## src/hdl/rtq_pkg.sv

```systemverilog
`default_nettype none
package rtq_pkg;
  localparam int NUM_SLOTS   = 16;
  localparam int TIME_BITS   = 32;
  localparam int REPEAT_BITS = 16;
  localparam int SLOT_BITS   = 4;
  localparam int STAMP_BITS  = 32;
  localparam int IDX_BITS    = (NUM_SLOTS > 1) ? $clog2(NUM_SLOTS) : 1;
  localparam int CNT_BITS    = $clog2(NUM_SLOTS + 1);
  localparam int MAX_OUT     = 16;

  typedef enum logic [2:0] {
    K_CREATE = 3'd0, K_PAUSE = 3'd1, K_RESUME = 3'd2, K_RESET = 3'd3,
    K_CANCEL = 3'd4, K_QUERY = 3'd5, K_TICK = 3'd6, K_CLEAR = 3'd7
  } kind_t;

  typedef enum logic [1:0] {
    M_FREE = 2'd0, M_ACTIVE = 2'd1, M_PAUSED = 2'd2, M_SPARE = 2'd3
  } mode_t;

  localparam logic [1:0] ST_OK   = 2'd0;
  localparam logic [1:0] ST_BAD  = 2'd1;
  localparam logic [1:0] ST_ZERO = 2'd2;

  typedef enum logic [2:0] {
    S_IDLE, S_CMD, S_SCAN, S_FIRE, S_OUT
  } fsm_t;

  // one slot's contents
  typedef struct packed {
    logic [1:0]             mode;
    logic [TIME_BITS-1:0]   dl;
    logic [TIME_BITS-1:0]   per;
    logic [REPEAT_BITS-1:0] rl;
    logic [REPEAT_BITS-1:0] ri;
    logic [STAMP_BITS-1:0]  stamp;
  } slot_t;

  // control to each cell
  typedef struct packed {
    logic                 clear;
    logic                 wr;
    logic [IDX_BITS-1:0]  wr_idx;
    slot_t                wr_data;
    logic                 shift;
  } cell_ctl_t;
endpackage
`default_nettype wire

```

## src/hdl/rtq_cell.sv

```systemverilog
`default_nettype none
// One slot of the timer array; also carries one word of the rotating read ring.
module rtq_cell (
  input  wire logic                     clk,
  input  wire logic                     rst,
  input  wire logic [rtq_pkg::IDX_BITS-1:0] my_idx,
  input  wire rtq_pkg::cell_ctl_t       ctl,
  input  wire rtq_pkg::slot_t           ring_in,
  output rtq_pkg::slot_t                slot_q,
  output rtq_pkg::slot_t                ring_q
);
  import rtq_pkg::*;
  slot_t slot_r, ring_r;

  // slot storage: mode reset to free
  always_ff @(posedge clk) begin
    if (rst) begin
      slot_r.mode <= M_FREE;
    end else if (ctl.clear) begin
      slot_r.mode <= M_FREE;
    end else if (ctl.wr && ctl.wr_idx == my_idx) begin
      slot_r <= ctl.wr_data;
    end
  end

  // ring: loads a copy while shift is low, passes it to the neighbor each cycle while shift is high
  always_ff @(posedge clk) begin
    if (ctl.shift) ring_r <= ring_in;
    else ring_r <= slot_r;
  end

  assign slot_q = slot_r;
  assign ring_q = ring_r;
endmodule
`default_nettype wire

```

## config.mk

```make
export PLATFORM = sky130hd
export DESIGN_NAME = rtq_cell
export DESIGN_NICKNAME = d
export VERILOG_FILES = /design/src/hdl/rtq_pkg.sv /design/src/hdl/rtq_cell.sv
export SDC_FILE = /design/constraint.sdc
export NUM_CORES = 1
export LEC_CHECK = 0
export ABC_AREA = 1
export BUFFER_PORTS_ARGS = -buffer_cell sky130_fd_sc_hd__buf_4
export CELL_PAD_IN_SITES_DETAIL_PLACEMENT = 0
export CELL_PAD_IN_SITES_GLOBAL_PLACEMENT = 1
export CORE_AREA = 2 2 205 207
export DETAILED_ROUTE_END_ITERATION = 10
export DIE_AREA = 0 0 207 209
export GPL_ROUTABILITY_DRIVEN = 0
export GPL_TIMING_DRIVEN = 0
export MAX_ROUTING_LAYER = met4
export PLACE_DENSITY = 0.55
export RECOVER_POWER = 25
export SYNTH_ARGS = -nofsm -noshare
export SYNTH_HDL_FRONTEND = slang
export SYNTH_SLANG_ARGS = --single-unit
```

## constraint.sdc

```tcl
create_clock -name clk -period 10 [get_ports clk]
set_clock_uncertainty 0.1 [all_clocks]
set_input_delay 0.5 -clock clk [delete_from_list [all_inputs] [get_ports clk]]
set_output_delay 0.5 -clock clk [all_outputs]
set_load 0.02 [all_outputs]
```

==> results of run 1 <==
==> cell type report <==
type,count,area (um2)
Fill cell,4052,25700
Sequential cell,260,6490
Timing Repair Buffer,667,5440
Multi-Input combinational cell,157,1860
Clock buffer,49,905
Tap cell,539,674
Buffer,15,109
Clock inverter,9,71.3
Inverter,13,48.8
Antenna cell,1,2.50
==> metrics by stage <==
stage,std cells,power [mW]
finish,1710,2.55
global route,1710,2.65
CTS,1709,2.60
detailed placement,1524,1.45
global placement,1515,1.45
floorplan,445,1.29
==> cells by family after synthesis <==
kind of cell           count (synthesis)  share of synthesized area [%]
buffers and inverters                 28                           2.19
AO/OA/AOI/OAI                          2                          0.118
AND/OR/NAND/NOR                       27                           1.28
multiplexers                         128                           20.3
flip-flops                           260                           76.1
==> state kept, by name, indices dropped and copies added (netlist names) <==
| signal | flops |
|---|---|
| ring_q | 130 |
| slot_q | 130 |
==> layer usage <==
layer | up-vias | track usage (%) | part of all wire [%] | wire length [um]
met1 | 3046 | 15.2 | 39 | 11700
met2 | 289 | 24.4 | 52 | 15600
met4 | 0 | 3.45 | 2.5 | 758
li1 | 3017 | - | - | -
met5 | - | - | 0 | 0
met3 | 51 | 3.88 | 6.8 | 2060
==> final timing paths <==
check / start / to / slack (ns)
worst max-delay path: my_idx[2] / slot_q[116] / 7.60
worst min-delay path: ring_in[37] / ring_q[37] / 0.05
worst max register to register: slot_q[45] / ring_q[45] / 8.99
worst min register to register: slot_q[128] / ring_q[128] / 0.38
==> placed cells by master, fill, tap and decap left out <==
master | synthesis | layout
buf_4 | 0 | 411
dfxtp_1 | 132 | 132
edfxtp_1 | 128 | 128
dlygate4sd3_1 | 0 | 127
clkbuf_4 | 0 | 116
mux2_4 | 76 | 76
mux2_2 | 52 | 52
clkbuf_16 | 0 | 32
clkbuf_1 | 0 | 25
nand2_1 | 15 | 15
inv_1 | 13 | 13
nor2_1 | 8 | 8
buf_6 | 10 | 7
clkinv_2 | 0 | 5
buf_16 | 0 | 5
clkbuf_8 | 0 | 4
buf_8 | 0 | 4
o21ai_0 | 2 | 2
nand4_1 | 2 | 2
clkinv_1 | 0 | 2
diode_2 | 0 | 1
nand3_1 | 1 | 1
nor3_4 | 0 | 1
inv_6 | 0 | 1
bufinv_16 | 0 | 1
==> critical path, delay by kind of cell <==
family	cells	cell delay [ns]
buffers and inverters	6	1.04
AND/OR/NAND/NOR	5	1.00
==> power by group through the flow <==
stage                     logic, mW  registers, mW  clock network, mW
final                         0.300           1.16               1.09
after CTS                     0.309           1.17               1.12
after detailed placement      0.266           1.19                  0
after floorplan              0.0625           1.23                  0
after global routing          0.318           1.17               1.17
after global placement        0.263           1.19                  0
==> run summary, run 1 <==
Starting DRT DRC Count = 168
Sequential Power Share = 45.6%
Wire per inst = 17.6 um
Critical Path AT = 2.57 ns
Max_cap viols = 0
Worst min path class = in -> reg
H-Tree Depth = 1
Minimum clock period = 2.40 ns
Top-count cell post-synth = dfxtp_1
Ports = 533
Sw frac = 22.6%
Max Buffers Root-to-Sink = 3
DR vias/cell = 3.74
Endpoints failing setup = 0
Comb power frac = 11.7%
Synthesized area = 8520 um2
Core Area = 41300 um2
First-pass GRT wire length = 43900 um
Worst hold path cell count = 2
Post-cts gate resize count = 0
Chip height = 209 um
Die Wd = 207 um
Synth top area share = 45.1%
Clock Latency Late Sink = 0.58 ns
Crit path cell chain = buf_4 -> nor2_1 -> nor2_1 -> nor2_1 -> nand3_1 -> nor3_4 -> buf_8 -> buf_8 -> buf_8 -> buf_16 -> buf_16
Crit Path Class = in -> reg
Yosys top cell by area = edfxtp_1
Crit path launch type = primary input
Largest net degree at the start of global routing = 19
CTS tree = yes
RSZ-0062 raised after global routing = no
Clk pwr share = 42.6%
Worst EP required = 10.17 ns
Ys flop type = dfxtp_1
Final design utilization = 37.8%
Detail Route Antenna Nets = 0
Min Hold Slack = 0.0484 ns
PortBufs = 531
Slew Viols, Final = 0
CP Capture Type = flop
Clock sink count = 260
Synth Warn # = 0
Leakage = 6.88 nW
Initial antenna violation count = 2
Status = finished clean
Slowest-stage cell, CP = nor3_4
Drc violations = 0
Max stage delay on crit path = 0.46 ns
Setup TNS = 0 ns
Reg clk slew, reported paths = 0.07 ns
Internal power = 1.98 mW
Synth Instances = 445
Vias in the first global route = 7018
Switching pwr = 0.576 mW
Area delta synth->final = 83.1%
Post-Layout Inst Area = 15600 um2
Worst vdd ir = 0.130 mV
Post-synth ARST share = 0%
PD cells = 164 nW/um2
Placed cell area = 13400 um2
Die area = 43300 um2
Fmax = 0.417 GHz
Seq/Total Area, Yosys = 76.1%
Max transition margin = 21.4%
Starting Density = 20.6%
Tcrit/Tclk final = 24.0%
DR vias = 6403
Final worst slack = 7.60 ns
Detailed Routing Iterations Pass 1 = 5
EDFF count, synth = 128
Syn Area/Cell = 19.1 um2
Worst r2r path cells = 1
Synth cell count leaders = dfxtp_1 (132), edfxtp_1 (128), mux2_4 (76), mux2_2 (52), nand2_1 (15)
GRT overflow = 0
Hold buffer count at CTS = 127
Row count = 75
CP Max Fanout = 18
Total CTS buffers = 31
HPWL Detailed = 23300 um
Share of layout cells above drive strength 1 = 61.1%
#FFs+latches synth = 260
Synth cell types = 13
Area contributors post-synth = edfxtp_1 (45%), dfxtp_1 (31%), mux2_4 (13%), mux2_2 (6.9%), buf_6 (1.3%)
Pre-CTS setup slack = 7.00 ns
Final #Nets = 1418
Root Buffer = clkbuf_16
Setup Buffers After CTS = 0
Syn Nets = 718
Tightest Pin Transition = 1.18 ns
Detailed Route WL = 30200 um
Gr usage total = 13.8%
Fin. Hold Viols = 0
Power figures use the tool's default switching activity.
==> run 2: changes to the inputs <==
--- a/config.mk
+++ b/config.mk
@@ -9,13 +9,13 @@
 export BUFFER_PORTS_ARGS = -buffer_cell sky130_fd_sc_hd__buf_4
 export CELL_PAD_IN_SITES_DETAIL_PLACEMENT = 0
 export CELL_PAD_IN_SITES_GLOBAL_PLACEMENT = 1
-export CORE_AREA = 2 2 205 207
+export CORE_AREA = 2 2 207 209
 export DETAILED_ROUTE_END_ITERATION = 10
-export DIE_AREA = 0 0 207 209
+export DIE_AREA = 0 0 209 211
 export GPL_ROUTABILITY_DRIVEN = 0
 export GPL_TIMING_DRIVEN = 0
 export MAX_ROUTING_LAYER = met4
-export PLACE_DENSITY = 0.55
+export PLACE_DENSITY = 0.53
 export RECOVER_POWER = 25
 export SYNTH_ARGS = -nofsm -noshare
 export SYNTH_HDL_FRONTEND = slang
==> constraint.sdc (replaced) <==
create_clock -name clk -period 2.4 [get_ports clk]
set_clock_uncertainty 0.1 [all_clocks]
set_input_delay 0.12 -clock clk [delete_from_list [all_inputs] [get_ports clk]]
set_output_delay 0.12 -clock clk [all_outputs]
set_load 0.02 [all_outputs]
==> run summary, run 2 (synthesis results as in run 1) <==
Status = finished clean
Max stage delay on crit path = 0.57 ns
HPWL Detailed = 23300 um
Starting Density = 20.4%
Final worst slack = 0.0960 ns
Grt met3 use = 3.98%
Routing usage on met1 = 15.1%
Largest net degree at the start of global routing = 19
PortBufs = 531
DR vias = 6840
Max Buffers Root-to-Sink = 3
Fin. Hold Viols = 0
Die Wd = 209 um
Slew Viols, Final = 0
Area delta synth->final = 99.3%
Starting DRT DRC Count = 156
Ports = 533
Detail Route Antenna Nets = 0
CP Max Fanout = 2
Root Buffer = clkbuf_16
Share of layout cells above drive strength 1 = 54.7%
Core Area = 41800 um2
Leakage = 7.42 nW
Post-cts gate resize count = 0
Wire per inst = 17.0 um
Clock Latency Late Sink = 0.56 ns
Detailed Route WL = 31400 um
Total CTS buffers = 30
Worst vdd ir = 0.492 mV
Crit Path Class = in -> reg
GRT overflow = 0
Pre-CTS setup slack = -0.126 ns
Final #Nets = 1556
Fmax = 0.434 GHz
DR vias/cell = 3.71
Met2 Use GR = 25.0%
Top cell by count, worst path = dlygate4sd3_1
Gr usage total = 14.0%
Commonest non-fill, non-tap cell in the layout = buf_4
First-pass GRT wire length = 45800 um
Endpoints failing setup = 0
Reg clk slew, reported paths = 0.06 ns
Setup TNS = 0 ns
CP Capture Type = flop
Worst min path class = in -> reg
Crit path cell chain = dlygate4sd3_1 -> buf_4 -> nor2_1 -> dlygate4sd3_1 -> nand2_1 -> dlygate4sd3_1 -> nor2_1 -> dlygate4sd3_1
H-Tree Depth = 1
Grt peak-use layer = met2
CTS tree = yes
Clock sink count = 260
Drc violations = 0
Initial antenna violation count = 0
Antenna cells = 0
Row count = 75
Critical Path AT = 2.71 ns
Most frequent cells in the layout = buf_4 (403), dlygate4sd3_1 (267), dfxtp_1 (132)
Max_cap viols = 0
PD cells = 645 nW/um2
Worst EP required = 2.81 ns
Minimum clock period = 2.30 ns
Vias in the first global route = 7546
Die area = 44100 um2
Slowest-stage cell, CP = dlygate4sd3_1
Chip height = 211 um
Tcrit/Tclk final = 96.0%
Detailed Routing Iterations Pass 1 = 4
Crit path launch type = primary input
Max transition margin = 54.9%
RSZ-0062 raised after global routing = no
Tightest Pin Transition = 0.674 ns
==> run 2: cell type report <==
| type | count | area, um2 |
|---|---|---|
| sequential | 260 | 6490 |
| fill | 3877 | 24800 |
| tap | 539 | 674 |
| inverter | 13 | 56.3 |
| clock buffer | 44 | 865 |
| clock inverter | 12 | 144 |
| timing repair buffer | 806 | 6810 |
| buffer | 15 | 138 |
| multi-input combinational | 157 | 1800 |
==> run 2: routing by layer <==
layer	vias up	share of wire, %
met4	0	2.4
li1	3295	-
met2	310	52
met1	3186	38
met3	49	7.8
met5	-	0
==> run 2: final timing paths <==
kind / cells after the start / slack, ns / end / from
worst min-delay path: 3 / 0.02 / ring_q[0] / ctl[0]
worst max register to register: 2 / 1.00 / ring_q[127] / slot_q[127]
worst max-delay path: 8 / 0.1 / slot_q[128] / ctl[136]
worst min register to register: 1 / 0.38 / ring_q[70] / slot_q[70]
==> run 2: worst max-delay path, delay by kind of cell <==
family | cells | cell delay (ns)
simple gates | 3 | 0.24
buf+inv | 5 | 2.35
==> run 2: metrics by stage <==
step	std cells	instance area (um2)	utilization (%)	hold WS, ns	power (mW)
floorplan	445	8560	-	0.119	5.40
global placement	1515	13200	31.7	0.198	6.04
detailed placement	1523	13400	32.0	0.199	6.05
CTS	1846	17100	40.8	0.0290	11.2
global route	1846	17000	40.7	0.0291	11.4
finish	1846	17000	40.7	0.0231	11.0
==> run 2: what timing repair did <==
action / 4_1_cts / 5_1_grt
hold endpoints to repair: 282 / 0
setup buffers: 0 / 0
hold buffers: 267 / 0
==> run 2: power breakdown <==
group          total, mW  switching, mW  internal (mW)  leakage, nW
combinational       1.43          0.536          0.897         4.66
clock               4.67           1.86           2.81        0.494
sequential          4.85         0.0468           4.80         2.26
total               11.0           2.44           8.51         7.42
==> run 3: changes to the inputs <==
--- a/config.mk
+++ b/config.mk
@@ -9,13 +9,13 @@
 export BUFFER_PORTS_ARGS = -buffer_cell sky130_fd_sc_hd__buf_4
 export CELL_PAD_IN_SITES_DETAIL_PLACEMENT = 0
 export CELL_PAD_IN_SITES_GLOBAL_PLACEMENT = 1
-export CORE_AREA = 2 2 207 209
+export CORE_AREA = 2 2 205 207
 export DETAILED_ROUTE_END_ITERATION = 10
-export DIE_AREA = 0 0 209 211
+export DIE_AREA = 0 0 207 209
 export GPL_ROUTABILITY_DRIVEN = 0
 export GPL_TIMING_DRIVEN = 0
 export MAX_ROUTING_LAYER = met4
-export PLACE_DENSITY = 0.53
+export PLACE_DENSITY = 0.55
 export RECOVER_POWER = 25
 export SYNTH_ARGS = -nofsm -noshare
 export SYNTH_HDL_FRONTEND = slang
==> constraint.sdc (replaced) <==
create_clock -name clk -period 1.9 [get_ports clk]
set_clock_uncertainty 0.1 [all_clocks]
set_input_delay 0.095 -clock clk [delete_from_list [all_inputs] [get_ports clk]]
set_output_delay 0.095 -clock clk [all_outputs]
set_load 0.02 [all_outputs]
==> run summary, run 3 (synthesis results as in run 1) <==
R2r setup slk = 0.66 ns
Ports = 533
Area delta synth->final = 99.4%
Total CTS buffers = 30
Crit path launch type = primary input
Critical R2R Capture = slot_q[128]
Reg area = 6490 um2
PD cells = 805 nW/um2
CP Max Fanout = 18
Power Total = 13.7 mW
Minimum clock period = 1.75 ns
Max stage delay on crit path = 0.54 ns
Final #Nets = 1557
Starting Density = 20.6%
Worst r2r path cells = 5
Leakage = 7.41 nW
Tcrit/Tclk final = 92.2%
Largest net degree at the start of global routing = 19
DR vias = 6929
Post-Layout Cell Count = 1849
Final design utilization = 41.1%
Drc violations = 0
PortBufs = 531
Vias in the first global route = 7682
Hold Path Sink = ring_q[0]
Internal power = 10.6 mW
Top cell by count, worst path = buf_16
Worst min path class = in -> reg
CTS tree = yes
DR vias/cell = 3.75
Critical Path AT = 1.92 ns
Worst hold start = ctl[0]
Die Wd = 207 um
Switching pwr = 3.06 mW
Tightest Pin Transition = 0.318 ns
R2R Path Start = slot_q[128]
Slowest-stage cell, CP = dlygate4sd3_1
Fin. Hold Viols = 0
First-pass GRT wire length = 46000 um
Commonest non-fill, non-tap cell in the layout = buf_4
CP Capture Type = flop
Max_cap viols = 0
Sequential Power Share = 44.9%
Crit path cell chain = dlygate4sd3_1 -> buf_4 -> nor3_4 -> buf_16 -> buf_16 -> buf_16 -> buf_8 -> buf_8
Post-placement cell count = 1524
Endpoints failing setup = 0
Crit Path Class = in -> reg
Crit path max-delay family = buffers and inverters
Comb power frac = 13.3%
Detailed Route WL = 31500 um
Detail Route Antenna Nets = 0
Worst EP required = 2.07 ns
Reg clk slew, reported paths = 0.06 ns
Share of layout cells above drive strength 1 = 54.6%
Root Buffer = clkbuf_16
Setup TNS = 0 ns
Detailed Routing Iterations Pass 1 = 4
Gr usage total = 14.3%
H-Tree Depth = 1
Starting DRT DRC Count = 208
Worst vdd ir = 0.693 mV
Initial antenna violation count = 2
Die area = 43300 um2
GRT overflow = 0
Filler instances = 3855
Worst hold path cell count = 3
Clock sink count = 260
Max transition margin = 78.8%
Row count = 75
Slew Viols, Final = 0
Sw frac = 22.4%
Most frequent cells in the layout = buf_4 (404), dlygate4sd3_1 (266), dfxtp_1 (132)
Clk pwr share = 41.9%
Core Area = 41300 um2
Clock Latency Late Sink = 0.56 ns
WP buf/inv = 7
Max Buffers Root-to-Sink = 3
RSZ-0062 raised after global routing = no
Fmax = 0.571 GHz
Wire per inst = 17.0 um
Chip height = 209 um
Status = finished clean
HPWL Detailed = 23200 um
Multi-input gate area = 1810 um2
[run 3: cell count changes in the layout (fill, tap and decap cells not counted), sizes merged]
| cell | delta |
|---|---|
| dlygate4sd3 | -1 |
| clkbuf | +2 |
| inv | -1 |
| buf | +2 |
| bufinv | -1 |
| diode | +2 |
[run 3: per-stage QoR]
| step | hold slack [ns] | setup slack (ns) | area (um2) |
|---|---|---|---|
| floorplan | 0.0939 | -2.14 | 8560 |
| global placement | 0.173 | -4.63 | 13200 |
| detailed placement | 0.174 | -0.785 | 13400 |
| CTS | 0.0102 | 0.152 | 17100 |
| global route | 0.00965 | 0.111 | 17000 |
| finish | 0.0227 | 0.148 | 17000 |
[run 3: power groups by stage]
stage                     combinational [mW]  sequential, mW  clock (mW)
after global routing                    1.92            6.15        6.13
after CTS                               1.87            6.13        5.94
after floorplan                        0.334            6.48           0
after global placement                  1.39            6.25           0
final                                   1.82            6.13        5.72
after detailed placement                1.41            6.25           0
[run 3: worst register-to-register path: stages (launching register included)]
cell and delay, ns:
dfxtp_1 0.31, inv_1 0.06, nand2_1 0.05, inv_1 0.05, nor2_1 0.03, dlygate4sd3_1 0.54
[run 3: per-layer routing]
metal / track usage [%] / vias up / routed length, um
li1: - / 3302 / -
met1: 15.5 / 3260 / 12100
met2: 25.2 / 315 / 16100
met3: 4.39 / 52 / 2410
met4: 3.92 / 0 / 810
met5: - / - / 0
[run 3: worst max path at each step]
stage	start	end	cells past startpoint
global route	ctl[136]	slot_q[129]	7
floorplan	ctl[134]	slot_q[0]	6
finish	ctl[136]	slot_q[30]	8
CTS	ctl[136]	slot_q[70]	8
detailed placement	ctl[134]	slot_q[117]	12
global placement	ctl[134]	slot_q[76]	7
[run 3: timing repair]
action,CTS,global route
hold endpoints to repair,280,0
hold buffers,266,0
buffers inserted,1,0
setup endpoints to repair,20,0
gates resized for setup,0,0
[run 3: final cells by class]
cell class / instances / share of cell area, %
timing repair buffer: 807 / 40.3
antenna: 2 / 0.0295
clock buffer: 46 / 5.14
sequential: 260 / 38.2
tap: 539 / 3.97
buffer: 15 / 0.810
multi-input combinational: 157 / 10.7
inverter: 13 / 0.332
clock inverter: 10 / 0.597
